$ cat src/sv/palist_pkg.sv
// Shared types and codes for the positional array list engine.
// No dependencies; every other file of the block refers to this package by scoped names.

package palist_pkg;

  localparam int unsigned REQ_W    = 3;
  localparam int unsigned POS_W    = 9;
  localparam int unsigned DATA_W   = 32;
  localparam int unsigned STATUS_W = 2;
  localparam int unsigned STEP_W   = 9;
  localparam int unsigned CNT_W    = 9;

  localparam logic [STEP_W-1:0] STEP_RESET = 9'd16;

  // Register indexes on the configuration port.
  localparam logic REG_GROWTH_STEP = 1'b0;

  typedef enum logic [REQ_W-1:0] {
    REQ_INSERT = 3'd0,
    REQ_DELETE = 3'd1,
    REQ_READ   = 3'd2,
    REQ_WRITE  = 3'd3,
    REQ_SEARCH = 3'd4
  } req_code_t;

  typedef enum logic [STATUS_W-1:0] {
    ST_OK    = 2'd0,
    ST_RANGE = 2'd1,
    ST_FULL  = 2'd2
  } status_code_t;

endpackage

$ cat src/sv/palist_if.sv
// Valid/ready stream interfaces for the request and result channels.
// Depends on palist_pkg for field widths.

interface palist_req_if;
  logic                               valid;
  logic                               ready;
  logic [palist_pkg::REQ_W-1:0]       req_type;
  logic [palist_pkg::POS_W-1:0]       position;
  logic signed [palist_pkg::DATA_W-1:0] item_value;

  modport source (output valid, req_type, position, item_value, input ready);
  modport sink   (input valid, req_type, position, item_value, output ready);
endinterface

interface palist_rsp_if;
  logic                                 valid;
  logic                                 ready;
  logic [palist_pkg::STATUS_W-1:0]      status;
  logic signed [palist_pkg::DATA_W-1:0] read_value;
  logic signed [palist_pkg::POS_W-1:0]  found_index;
  logic [palist_pkg::CNT_W-1:0]         entry_count;
  logic [palist_pkg::CNT_W-1:0]         capacity_now;

  modport source (output valid, status, read_value, found_index, entry_count, capacity_now,
                  input ready);
  modport sink   (input valid, status, read_value, found_index, entry_count, capacity_now,
                  output ready);
endinterface

$ cat src/sv/palist_cell.sv
// One storage cell of the list chain: holds one entry and loads its neighbor's value on shift.
// Depends on palist_pkg for the data width.

module palist_cell (
  input  logic                              clk,
  input  logic                              shift,
  input  logic [palist_pkg::DATA_W-1:0]     din,
  output logic [palist_pkg::DATA_W-1:0]     q
);

  always_ff @(posedge clk) begin
    if (shift) begin
      q <= din;
    end
  end

endmodule

$ cat src/sv/palist_chain.sv
// Row of list cells that moves toward cell 0 on every shift, fed at the far end.
// Depends on palist_pkg and palist_cell.

module palist_chain #(
  parameter int unsigned DEPTH = 256
) (
  input  logic                              clk,
  input  logic                              shift,
  input  logic [palist_pkg::DATA_W-1:0]     feed,
  output logic [palist_pkg::DATA_W-1:0]     head,
  output logic [palist_pkg::DATA_W-1:0]     second
);

  logic [palist_pkg::DATA_W-1:0] q [DEPTH];

  for (genvar k = 0; k < DEPTH; k++) begin : g_cell
    logic [palist_pkg::DATA_W-1:0] din;
    if (k == DEPTH - 1) begin : g_last
      assign din = feed;
    end else begin : g_mid
      assign din = q[k+1];
    end
    palist_cell u_cell (
      .clk   (clk),
      .shift (shift),
      .din   (din),
      .q     (q[k])
    );
  end

  assign head   = q[0];
  assign second = q[1];

endmodule

$ cat src/sv/positional_array_list_engine.sv
// Top level of the positional array list engine: control, capacity bookkeeping, APB register.
// Depends on palist_pkg, palist_if, palist_chain and palist_cell.
//
//   channel  | direction | handshake          | payload
//   ---------+-----------+--------------------+-------------------------------------------
//   req      | in        | valid/ready        | req_type, position, item_value
//   rsp      | out       | valid/ready        | status, read_value, found_index, counts
//   apb      | in        | psel/penable/pready| growth_step at byte address 0
//
// Insert, delete, read, write and search each take one full rotation of the cell chain
// before the result is formed. A request rejected for its position or a full store, and
// an unknown request, skips the rotation. The chain itself sets this: every entry passes
// cell 0 once per rotation. A new request is taken once the previous one has moved into
// the result register, even while that result still waits. Reset clears count, capacity
// and the handshake state; the list entries are not cleared.

module positional_array_list_engine #(
  parameter int unsigned DEPTH = 256
) (
  input  logic                       clk,
  input  logic                       rst,
  palist_req_if.sink                 req,
  palist_rsp_if.source               rsp,
  input  logic                       psel,
  input  logic                       penable,
  input  logic                       pwrite,
  input  logic [2:0]                 paddr,
  input  logic [31:0]                pwdata,
  output logic [31:0]                prdata,
  output logic                       pready
);

  localparam int unsigned IW = (DEPTH > 1) ? $clog2(DEPTH) : 1;
  localparam int unsigned CW = $clog2(DEPTH + 1);
  localparam int unsigned W  = (CW > palist_pkg::POS_W) ? CW : palist_pkg::POS_W;
  localparam int unsigned DW = palist_pkg::DATA_W;

  typedef enum logic [1:0] {
    S_IDLE,
    S_RUN,
    S_FIN
  } state_t;

  state_t state;

  // Configuration register.
  logic [palist_pkg::STEP_W-1:0] growth_step;

  assign pready = 1'b1;

  always_ff @(posedge clk) begin
    if (rst) begin
      growth_step <= palist_pkg::STEP_RESET;
    end else if (psel && penable && pwrite && pready && paddr[2] == palist_pkg::REG_GROWTH_STEP)
    begin
      growth_step <= pwdata[palist_pkg::STEP_W-1:0];
    end
  end

  always_comb begin
    prdata = '0;
    if (paddr[2] == palist_pkg::REG_GROWTH_STEP) begin
      prdata = 32'(growth_step);
    end
  end

  // List bookkeeping and per-request working registers.
  logic [W-1:0]                      count;
  logic [W-1:0]                      capacity;
  logic [IW-1:0]                     idx;
  logic [palist_pkg::REQ_W-1:0]      op_req;
  logic [W-1:0]                      op_pos;
  logic [W-1:0]                      op_cnt;
  logic [DW-1:0]                     op_val;
  logic [DW-1:0]                     dly;
  logic                              hit;
  logic [palist_pkg::STATUS_W-1:0]   res_status;
  logic [DW-1:0]                     res_read;
  logic [palist_pkg::POS_W-1:0]      res_found;

  logic [DW-1:0] head;
  logic [DW-1:0] second;
  logic [DW-1:0] feed;
  logic          shift;

  assign shift = (state == S_RUN);

  palist_chain #(
    .DEPTH (DEPTH)
  ) u_chain (
    .clk    (clk),
    .shift  (shift),
    .feed   (feed),
    .head   (head),
    .second (second)
  );

  logic [W-1:0] idx_w;
  assign idx_w = W'(idx);

  // Entry that lands at list index idx after the rotation.
  always_comb begin
    feed = head;
    case (op_req)
      palist_pkg::REQ_INSERT: begin
        if (idx_w == op_pos) begin
          feed = op_val;
        end else if (idx_w > op_pos) begin
          feed = dly;
        end
      end
      palist_pkg::REQ_DELETE: begin
        if (idx_w >= op_pos) begin
          feed = second;
        end
      end
      palist_pkg::REQ_WRITE: begin
        if (idx_w == op_pos) begin
          feed = op_val;
        end
      end
      default: begin
        feed = head;
      end
    endcase
  end

  // Decision made at the request transfer.
  logic                            in_xfer;
  logic [W-1:0]                    pos_w;
  logic [palist_pkg::STEP_W-1:0]   step_eff;
  logic [W+1:0]                    grown;
  logic [W+1:0]                    shrink_need;
  logic [W-1:0]                    cap_grown;
  logic                            run_op;
  logic [palist_pkg::STATUS_W-1:0] imm_status;
  logic [W-1:0]                    count_next;
  logic [W-1:0]                    capacity_next;

  assign in_xfer   = req.valid && req.ready;
  assign req.ready = (state == S_IDLE);
  assign pos_w     = W'(req.position);
  assign step_eff  = (growth_step == '0) ? palist_pkg::STEP_W'(1) : growth_step;
  assign grown       = (W+2)'(capacity) + (W+2)'(step_eff);
  assign shrink_need = (W+2)'(count) + ((W+2)'(step_eff) << 1);
  assign cap_grown   = (grown > (W+2)'(DEPTH)) ? W'(DEPTH) : W'(grown);

  always_comb begin
    run_op        = 1'b0;
    imm_status    = palist_pkg::ST_OK;
    count_next    = count;
    capacity_next = capacity;
    case (req.req_type)
      palist_pkg::REQ_INSERT: begin
        if (pos_w > count) begin
          imm_status = palist_pkg::ST_RANGE;
        end else if (count >= W'(DEPTH)) begin
          imm_status = palist_pkg::ST_FULL;
        end else begin
          run_op     = 1'b1;
          count_next = count + W'(1);
          if (count >= capacity) begin
            capacity_next = cap_grown;
          end
        end
      end
      palist_pkg::REQ_DELETE: begin
        if (pos_w >= count) begin
          imm_status = palist_pkg::ST_RANGE;
        end else begin
          run_op     = 1'b1;
          count_next = count - W'(1);
          if (shrink_need <= (W+2)'(capacity)) begin
            capacity_next = capacity - W'(step_eff);
          end
        end
      end
      palist_pkg::REQ_READ, palist_pkg::REQ_WRITE: begin
        if (pos_w >= count) begin
          imm_status = palist_pkg::ST_RANGE;
        end else begin
          run_op = 1'b1;
        end
      end
      palist_pkg::REQ_SEARCH: begin
        run_op = 1'b1;
      end
      default: begin
        run_op = 1'b0;
      end
    endcase
  end

  logic out_free;
  assign out_free = !rsp.valid || rsp.ready;

  always_ff @(posedge clk) begin
    if (rst) begin
      state     <= S_IDLE;
      count     <= '0;
      capacity  <= '0;
      rsp.valid <= 1'b0;
      idx       <= '0;
    end else begin
      // In S_FIN a result that leaves is replaced by the next one below.
      if (rsp.valid && rsp.ready && state != S_FIN) begin
        rsp.valid <= 1'b0;
      end
      case (state)
        S_IDLE: begin
          if (in_xfer) begin
            count      <= count_next;
            capacity   <= capacity_next;
            op_req     <= req.req_type;
            op_pos     <= pos_w;
            op_cnt     <= count;
            op_val     <= req.item_value;
            idx        <= '0;
            hit        <= 1'b0;
            res_status <= imm_status;
            res_read   <= '0;
            res_found  <= '1;
            state      <= run_op ? S_RUN : S_FIN;
          end
        end
        S_RUN: begin
          dly <= head;
          if (op_req == palist_pkg::REQ_READ && idx_w == op_pos) begin
            res_read <= head;
          end
          // The first match below the old count wins.
          if (op_req == palist_pkg::REQ_SEARCH && !hit && idx_w < op_cnt && head == op_val)
          begin
            hit       <= 1'b1;
            res_found <= palist_pkg::POS_W'(idx_w);
          end
          if (idx == IW'(DEPTH - 1)) begin
            state <= S_FIN;
          end else begin
            idx <= idx + IW'(1);
          end
        end
        S_FIN: begin
          if (out_free) begin
            rsp.valid        <= 1'b1;
            rsp.status       <= res_status;
            rsp.read_value   <= res_read;
            rsp.found_index  <= res_found;
            rsp.entry_count  <= palist_pkg::CNT_W'(count);
            rsp.capacity_now <= palist_pkg::CNT_W'(capacity);
            state            <= S_IDLE;
          end
        end
        default: begin
          state <= S_IDLE;
        end
      endcase
    end
  end

endmodule

$ cat src/flat_wrapper.sv
// flat-port wrapper written by rule: the top's interface ports become plain ports
module positional_array_list_engine_flat 
#(
  parameter int unsigned DEPTH = 256
)
  (clk, rst, psel, penable, pwrite, paddr, pwdata, prdata, pready, req_valid, req_req_type, req_position, req_item_value, req_ready, rsp_valid, rsp_status, rsp_read_value, rsp_found_index, rsp_entry_count, rsp_capacity_now, rsp_ready);
  palist_req_if req_i ();
  palist_rsp_if rsp_i ();
  input  logic clk;
  input  logic rst;
  input  logic psel;
  input  logic penable;
  input  logic pwrite;
  input  logic [2:0] paddr;
  input  logic [31:0] pwdata;
  output logic [31:0] prdata;
  output logic pready;
  input wire logic [$bits(req_i.valid)-1:0] req_valid;
  input wire logic [$bits(req_i.req_type)-1:0] req_req_type;
  input wire logic [$bits(req_i.position)-1:0] req_position;
  input wire logic [$bits(req_i.item_value)-1:0] req_item_value;
  output wire logic [$bits(req_i.ready)-1:0] req_ready;
  output wire logic [$bits(rsp_i.valid)-1:0] rsp_valid;
  output wire logic [$bits(rsp_i.status)-1:0] rsp_status;
  output wire logic [$bits(rsp_i.read_value)-1:0] rsp_read_value;
  output wire logic [$bits(rsp_i.found_index)-1:0] rsp_found_index;
  output wire logic [$bits(rsp_i.entry_count)-1:0] rsp_entry_count;
  output wire logic [$bits(rsp_i.capacity_now)-1:0] rsp_capacity_now;
  input wire logic [$bits(rsp_i.ready)-1:0] rsp_ready;
  assign req_i.valid = req_valid;
  assign req_i.req_type = req_req_type;
  assign req_i.position = req_position;
  assign req_i.item_value = req_item_value;
  assign req_ready = req_i.ready;
  assign rsp_valid = rsp_i.valid;
  assign rsp_status = rsp_i.status;
  assign rsp_read_value = rsp_i.read_value;
  assign rsp_found_index = rsp_i.found_index;
  assign rsp_entry_count = rsp_i.entry_count;
  assign rsp_capacity_now = rsp_i.capacity_now;
  assign rsp_i.ready = rsp_ready;
  positional_array_list_engine #(.DEPTH(DEPTH)) u_core (.clk(clk), .rst(rst), .req(req_i), .rsp(rsp_i), .psel(psel), .penable(penable), .pwrite(pwrite), .paddr(paddr), .pwdata(pwdata), .prdata(prdata), .pready(pready));
endmodule
$ cat config.mk
export PLATFORM = sky130hd
export DESIGN_NAME = positional_array_list_engine_flat
export DESIGN_NICKNAME = d
export VERILOG_FILES = /design/src/sv/palist_pkg.sv /design/src/sv/palist_if.sv /design/src/sv/palist_cell.sv /design/src/sv/palist_chain.sv /design/src/sv/positional_array_list_engine.sv /design/src/flat_wrapper.sv
export SDC_FILE = /design/constraint.sdc
export NUM_CORES = 2
export LEC_CHECK = 0
export ABC_AREA = 1
export BUFFER_PORTS_ARGS = -buffer_cell sky130_fd_sc_hd__buf_2
export CAP_MARGIN = 20
export CORE_MARGIN = 2
export CORE_UTILIZATION = 45
export DETAILED_ROUTE_END_ITERATION = 6
export PLACE_DENSITY = 0.7
export SETUP_SLACK_MARGIN = 0.4
export SLEW_MARGIN = 20
export SYNTH_ARGS = -nofsm -noshare
export SYNTH_HDL_FRONTEND = slang
export SYNTH_SLANG_ARGS = --single-unit
$ cat constraint.sdc
create_clock -name clk -period 387.1 [get_ports clk]
set_input_delay 77.42 -clock clk [delete_from_list [all_inputs] [get_ports clk]]
set_output_delay 77.42 -clock clk [all_outputs]
set_load 0.05 [all_outputs]
Word level (Yosys, flattened, before mapping)
Index checks and enable logic that the tools add are counted.
{ "op_classes": {"bitwise": 2, "order_cmp": 9, "n_reduce_logical": 29, "muxes": 46, "n_eq_ne": 25, "addsub": 6} }
{ "op_table": {"columns": ["op", "n"], "rows": [
  ["two-way mux 32 bit", 6],
  ["two-way mux 9 bit", 13],
  ["case mux 32 bit (3 select lines)", 1],
  ["case mux 32 bit (2 select lines)", 1],
  ["case mux 9 bit (2 select lines)", 3],
  ["equality test 32 bit", 1],
  ["greater-or-equal comparator 9 bit", 2],
  ["!= test 2 bit, second input constant", 9],
  ["two-way mux 8 bit", 2],
  ["case mux 8 bit (2 select lines)", 1],
  ["equality test 3 x 2 -> 1 bit, second input constant", 4],
  ["two-way mux 2 bit", 6],
  ["AND reduction 3 bit", 4],
  ["adder 9 x 10 -> 11 bit", 1],
  ["> comparator 11 x 9 -> 1 bit, second input constant", 1],
  ["<= comparator 11 x 9 -> 1 bit", 1],
  ["adder 9 x 9 -> 10 bit", 1],
  ["logical AND 1 bit", 10],
  ["adder 9 x 1 -> 9 bit, second input constant", 1],
  ["equality test 8 x 9 -> 1 bit", 1],
  ["greater-or-equal comparator 8 x 9 -> 1 bit", 1],
  ["greater-or-equal comparator 9 bit, second input constant", 1],
  ["> comparator 8 x 9 -> 1 bit", 1],
  ["> comparator 9 bit", 1],
  ["27 further kinds", 44]
]} }
{ "totals": {"ff_bits": 8420, "in_bits": 86, "output_inout_bits": 96, "wordCells": 393} }

Logic depth before layout (Yosys ltp)
{ "depth": {"depth_word": 9, "ltp_mapped": 25, "ltp_nobuf": 24} }

Modules after synthesis
A second synthesis with hierarchy kept.
{ "hier_totals": {"cells_unflattened": 9687, "area_unflattened_um2": 258964.6} }
{ "by_module_without_submodules": {"columns": ["module", "cells_each", "area_per_inst_um2", "instances", "seq_area_each_um2"], "rows": [
  ["palist_cell", 32, 960.9, 256, 960.9],
  ["positional_array_list_engine", 1495, 12968.7, 1, 6466.2]
]} }

Worst setup path after synthesis
OpenSTA, ideal clock, no wires.
{ "synth_timing": {"path_kind": "register to register", "from": "reg u_core.state[0]", "to": "reg u_core.res_read[0] (enable)", "required_ns": 372.812, "path_slack_ns": 46.348, "n_path_buf": 1, "synth_period_minus_slack_ns": 340.752, "arrival_ns": 326.464, "path_stages_with_launch": 5, "setup_ns": 14.288, "path_cell_list": "dfxtp_1 -> inv_1 -> nor2_1 -> clkbuf_1 -> a21oi_1"} }
{ "synth_via": {"word_cells_on_any_way": 7, "classes_between": "3 x eq/ne; 4 x reduce/logical"} }
{ "synth_rtl": {"columns": ["element", "line", "source"], "rows": [
  ["start, declared", "positional_array_list_engine.sv:44", "state_t state;"],
  ["start signal, assigned", "positional_array_list_engine.sv:223", "state <= run_op ? S_RUN : S_FIN;"],
  ["equality test 2 x 1 -> 1 bit (*)", null, null],
  ["named net u_core.shift", "positional_array_list_engine.sv:84", "logic shift;"],
  ["!= test 2 bit (no line) / nonzero test 2 bit (equally long branches)", null, null],
  ["AND reduction 4 bit (no line) (*)", null, null],
  ["end signal, assigned", "positional_array_list_engine.sv:221", "res_read <= '0;"],
  ["end signal, assigned", "positional_array_list_engine.sv:229", "res_read <= head;"],
  ["end, declared", "positional_array_list_engine.sv:78", "logic [DW-1:0] res_read;"]
]} }
The timed path passes the listed nets; every way through them passes the cells marked *.
A chain may end at the register's enable or synchronous reset.

Final worst setup path
{ "layout_timing": {"from": "in paddr[2]", "to": "out prdata[3]"} }
{ "layout_via": {"elab_chain_cells": 1} }
{ "layout_lines": {"columns": ["element", "line", "source"], "rows": [
  ["start, declared", "flat_wrapper.sv:14", "input logic [2:0] paddr;"],
  ["two-way mux 9 bit", "positional_array_list_engine.sv:62", "if (paddr[2] == palist_pkg::REG_GROWTH_STEP) begin"],
  ["end, declared", "flat_wrapper.sv:16", "output logic [31:0] prdata;"]
]} }
Every way passes these cells.

==> reports/results.md <==
| Item | This run |
|:---|:---|
| Result of the run | finished with violations |
| Violated checks | design-rule violations |
| Placed cell areas | 270000 um^2 |
| Number of warnings issued by yosys | 0 |
| Last element of the critical path | prdata[3] |
| Maximum clock insertion buffer count | 4 |
| Achievable frequency | 0.00643 GHz |
| Power after layout | 1.85 mW |
| Total clock buffers created by CTS | 755 |
| Total congestion overflow after global routing | 0 |
| Rows | 278 |
| Total count of max-transition violations in the final report | 0 |
| X dimension of the die | 763 um |
| Post-CTS repair timing setup buffer count | 0 |
| Count of pins on the block boundary | 182 |
| Critical path startpoint category | input pin |
| Actual transition at the worst max-transition pin | 1190 ps |
| Drt first pass iters | 7 |
| First-pass GRT wire length | 532000 um |
| Number of flops mapped to enable cells by yosys | 8382 |
| Most used standard cells in the synthesized netlist | 8382 x sky130_fd_sc_hd__edfxtp_1, 381 x sky130_fd_sc_hd__nand2_1, 168 x sky130_fd_sc_hd__inv_1 |
| Post-Synth XOR/XNOR Area | 0.00101 |
| Post-cts repair resize count | 0 |
| Number of antenna violations at the first check in global routing | 15 |
| Slowest stage delay, CP | 290 ps |
| Combinational family with the most area after synthesis | simple AND/OR/NAND/NOR gates |
| Via/cell ratio | 4.80 |
| Later-pin clock latency in the skew report | 1080 ps |
| Required time at the worst-slack endpoint | 309680 ps |
| Number of synthesized register bits | 8420 |
| Max Cap Viol | 0 |
| Cell-by-cell trace of the critical path | buf_2 -> nor2_1 -> buf_2 |
| Post-synth cell types | 50 |
| Maximum vdd drop | 5.54 uV |
| Non-Filler Cell Area, Final | 294000 um^2 |
| Number of filler cells placed in the layout | 42200 |
| Class of the most critical hold timing path | flip-flop to flip-flop |
| Part of the Yosys area used for sequential elements | 0.975 |
| GP Congestion | 0.760 |
| Crit Reg-Reg Startpoint | u_core.state[0] |
| Final clock period utilization by the worst path | 0.402 |
| Post-layout util | 0.513 |
| Pre-CTS setup slack | 231690 ps |
| Post-route DRC | 1 |
| Routed len/inst | 18.9 um |
| Number of levels the H-tree was split into | 6 |
| Worst setup startpoint | paddr[2] |
| Worst setup path class | input pin to output pin |
| Synth area leader | sky130_fd_sc_hd__edfxtp_1 |
| Global-route usage over all layers | 0.115 |
| Placed instance count | 17400 |
| Main synth FF type | sky130_fd_sc_hd__edfxtp_1 |
| R2R depth | 13 |
| Synthesized area per cell | 26.8 um^2 |
| Die extent in y | 763 um |
| LEAKAGE | 93.1 nW |
| Final setup margin | 231680 ps |
| Fraction of registers with async set or reset after synthesis | 0 |
| Most numerous cell in the Yosys netlist | sky130_fd_sc_hd__edfxtp_1 |
| Power density over cell area | 6.29 nW/um^2 |
| Terminus of the critical flop-to-flop path | u_core.u_chain.g_cell[85].u_cell.q[0] |
| Proportion of synthesized area in mux cells | 0 |
| Via count | 90200 |
| Final cell count without fillers | 18800 |
| Time the final worst path needs with I/O delays and setup | 155420 ps |
| CP max-delay cell | sky130_fd_sc_hd__buf_2 |
| Final hold slack | 331 ps |
| Setup TNS Final | 0 ps |
| Initial Util | 0.452 |
| Number of buffer cells added on primary ports | 132 |
| DRC marker count from the first detailed-route iteration | 10300 |
| Hold Vio Cnt, Final | 0 |
| Normalized max-slew margin | 0.208 |
| Vias in the first global route | 88700 |
| Ratio of cells with drive above 1 in the final layout | 0.118 |
| Max Fanout on Critical Path | 10 |
| Finish-stage setup viols | 0 |
| Clock tree from TritonCTS | yes |
| Most frequent CP cell | sky130_fd_sc_hd__buf_2 |
| Reg2reg setup slack | 377280 ps |
| Num Clock Sinks | 8420 |
| Cell types occupying the most area after synthesis | sky130_fd_sc_hd__edfxtp_1 97%, sky130_fd_sc_hd__nand2_1 0.55%, sky130_fd_sc_hd__ha_1 0.36%, sky130_fd_sc_hd__dfxtp_1 0.29%, sky130_fd_sc_hd__inv_1 0.24% |
| Buffer type at the clock tree root | sky130_fd_sc_hd__clkbuf_16 |
| Mapped cell area | 259000 um^2 |
| Area delta synth->final | 13.6% |
| Data arrival time at the worst-slack endpoint | 78000 ps |
| Remaining number of nets flagged by the antenna check after routing | 0 |
| Final clock skew | 93.6 ps |
| Adder and majority cell fraction of the synthesized area | 0.00389 |
| Detailed Place HPWL | 154000 um |
| # nets final | 10800 |
| Kind of capture point of the worst setup path | output pin |
| Proportion of netlist area held by the largest area contributor | 0.972 |
| Compound-Gate Fraction of Synth Area | 0.00445 |
| Placeable core region | 573000 um^2 |
| Post-cts hold buffer count | 0 |
| Clk slew on worst S/H paths | 60 ps |
| Maximum number of pins on one net before global-route repair | 227 |
| Setup repair after global routing missed its margin | false |
| Final WL | 355000 um |
| Syn Inst Count | 9669 |
| Simple-gate portion of the synthesized area | 0.0113 |
| Die Area | 581000 um^2 |
==> power breakdown <==
group	total [mW]	switching [mW]	internal [mW]	leakage (nW)
logic	0.0399	0.0354	0.00448	4.62
clock network	0.724	0.320	0.404	11.7
registers	1.09	0.0173	1.07	76.7
total	1.85	0.373	1.48	93.1
==> per-layer routing <==
metal / up-vias / wire length [um] / part of all wire / track usage
met5: - / 0 / 0 / 0
met4: 0 / 8460 / 0.024 / 0.0343
met3: 660 / 18200 / 0.051 / 0.0201
met2: 2241 / 153000 / 0.43 / 0.164
met1: 46900 / 175000 / 0.49 / 0.183
li1: 40400 / - / - / -
==> layout make-up <==
class	instances	area [um^2]	area share
flip-flops and latches	8420	252000	0.859
clock buffers	910	19700	0.0669
well taps	7560	9460	0.0322
multi-input cells	1018	5510	0.0187
clock inverters	473	4480	0.0152
repair buffers	228	1790	0.00609
inverters	180	676	0.00230
diodes	6	15.0	0.0000511
==> cells in the final DEF (no fill, tap or decap), types with 7 or more instances in the layout <==
master,n
sky130_fd_sc_hd__nor3_1,14
sky130_fd_sc_hd__xor2_1,21
sky130_fd_sc_hd__clkinv_2,138
sky130_fd_sc_hd__buf_2,132
sky130_fd_sc_hd__inv_16,13
sky130_fd_sc_hd__xnor2_1,9
sky130_fd_sc_hd__nand3_1,43
sky130_fd_sc_hd__ha_1,74
sky130_fd_sc_hd__clkinv_4,7
sky130_fd_sc_hd__clkbuf_16,764
sky130_fd_sc_hd__inv_1,165
sky130_fd_sc_hd__edfxtp_1,8382
sky130_fd_sc_hd__buf_6,17
sky130_fd_sc_hd__nand4_1,36
sky130_fd_sc_hd__o21ai_0,70
sky130_fd_sc_hd__clkinvlp_4,28
sky130_fd_sc_hd__nand3b_1,19
sky130_fd_sc_hd__clkinv_16,15
sky130_fd_sc_hd__clkinv_1,186
sky130_fd_sc_hd__dfxtp_1,38
sky130_fd_sc_hd__nand2_1,380
sky130_fd_sc_hd__o211ai_1,16
sky130_fd_sc_hd__clkinv_8,11
sky130_fd_sc_hd__nand2_2,7
sky130_fd_sc_hd__buf_4,55
sky130_fd_sc_hd__nor2_1,149
sky130_fd_sc_hd__bufinv_16,59
sky130_fd_sc_hd__inv_6,16
sky130_fd_sc_hd__buf_12,18
sky130_fd_sc_hd__conb_1,24
sky130_fd_sc_hd__a21oi_1,86
sky130_fd_sc_hd__o2111ai_1,11
sky130_fd_sc_hd__inv_2,13
sky130_fd_sc_hd__clkbuf_1,146
==> flip-flops by register name, indices dropped and copies added, names as in the netlist, 3 cells and up <==
signal / cells
u_core.u_chain.g_cell.u_cell.q: 8192
u_core.dly: 32
u_core.op_val: 32
u_core.res_read: 32
u_core.rsp.read_value: 32
u_core.capacity: 9
u_core.count: 9
u_core.growth_step: 9
u_core.op_cnt: 9
u_core.op_pos: 9
u_core.res_found: 9
u_core.rsp.capacity_now: 9
u_core.rsp.entry_count: 9
u_core.rsp.found_index: 9
u_core.idx: 8
u_core.op_req: 3
==> kinds of logic after synthesis <==
kind of cell    after synthesis
flops                      8420
xor+xnor                     30
compound gates              203
simple gates                683
buf+inv                     253
other cells                   2
fa+ha+maj                    78
==> worst min path at each step <==
stage	startpoint	end	slack, ps	cells past startpoint
5_1_grt	u_core.u_chain.g_cell[176].u_cell.q[2]	u_core.u_chain.g_cell[175].u_cell.q[2]	320	0
3_3_place_gp	u_core.u_chain.g_cell[45].u_cell.q[19]	u_core.u_chain.g_cell[44].u_cell.q[19]	400	0
2_1_floorplan	u_core.res_found[0]	u_core.rsp.found_index[0]	400	0
6_report	u_core.u_chain.g_cell[106].u_cell.q[8]	u_core.u_chain.g_cell[105].u_cell.q[8]	330	0
3_5_place_dp	u_core.u_chain.g_cell[103].u_cell.q[14]	u_core.u_chain.g_cell[102].u_cell.q[14]	400	0
4_1_cts	u_core.u_chain.g_cell[106].u_cell.q[8]	u_core.u_chain.g_cell[105].u_cell.q[8]	320	0
==> critical path: cells and delay by family <==
| family | cells | cell delay, ps |
|---|---|---|
| AND/OR/NAND/NOR | 1 | 140 |
| buffers and inverters | 2 | 440 |
Power figures use the tool's default switching activity.
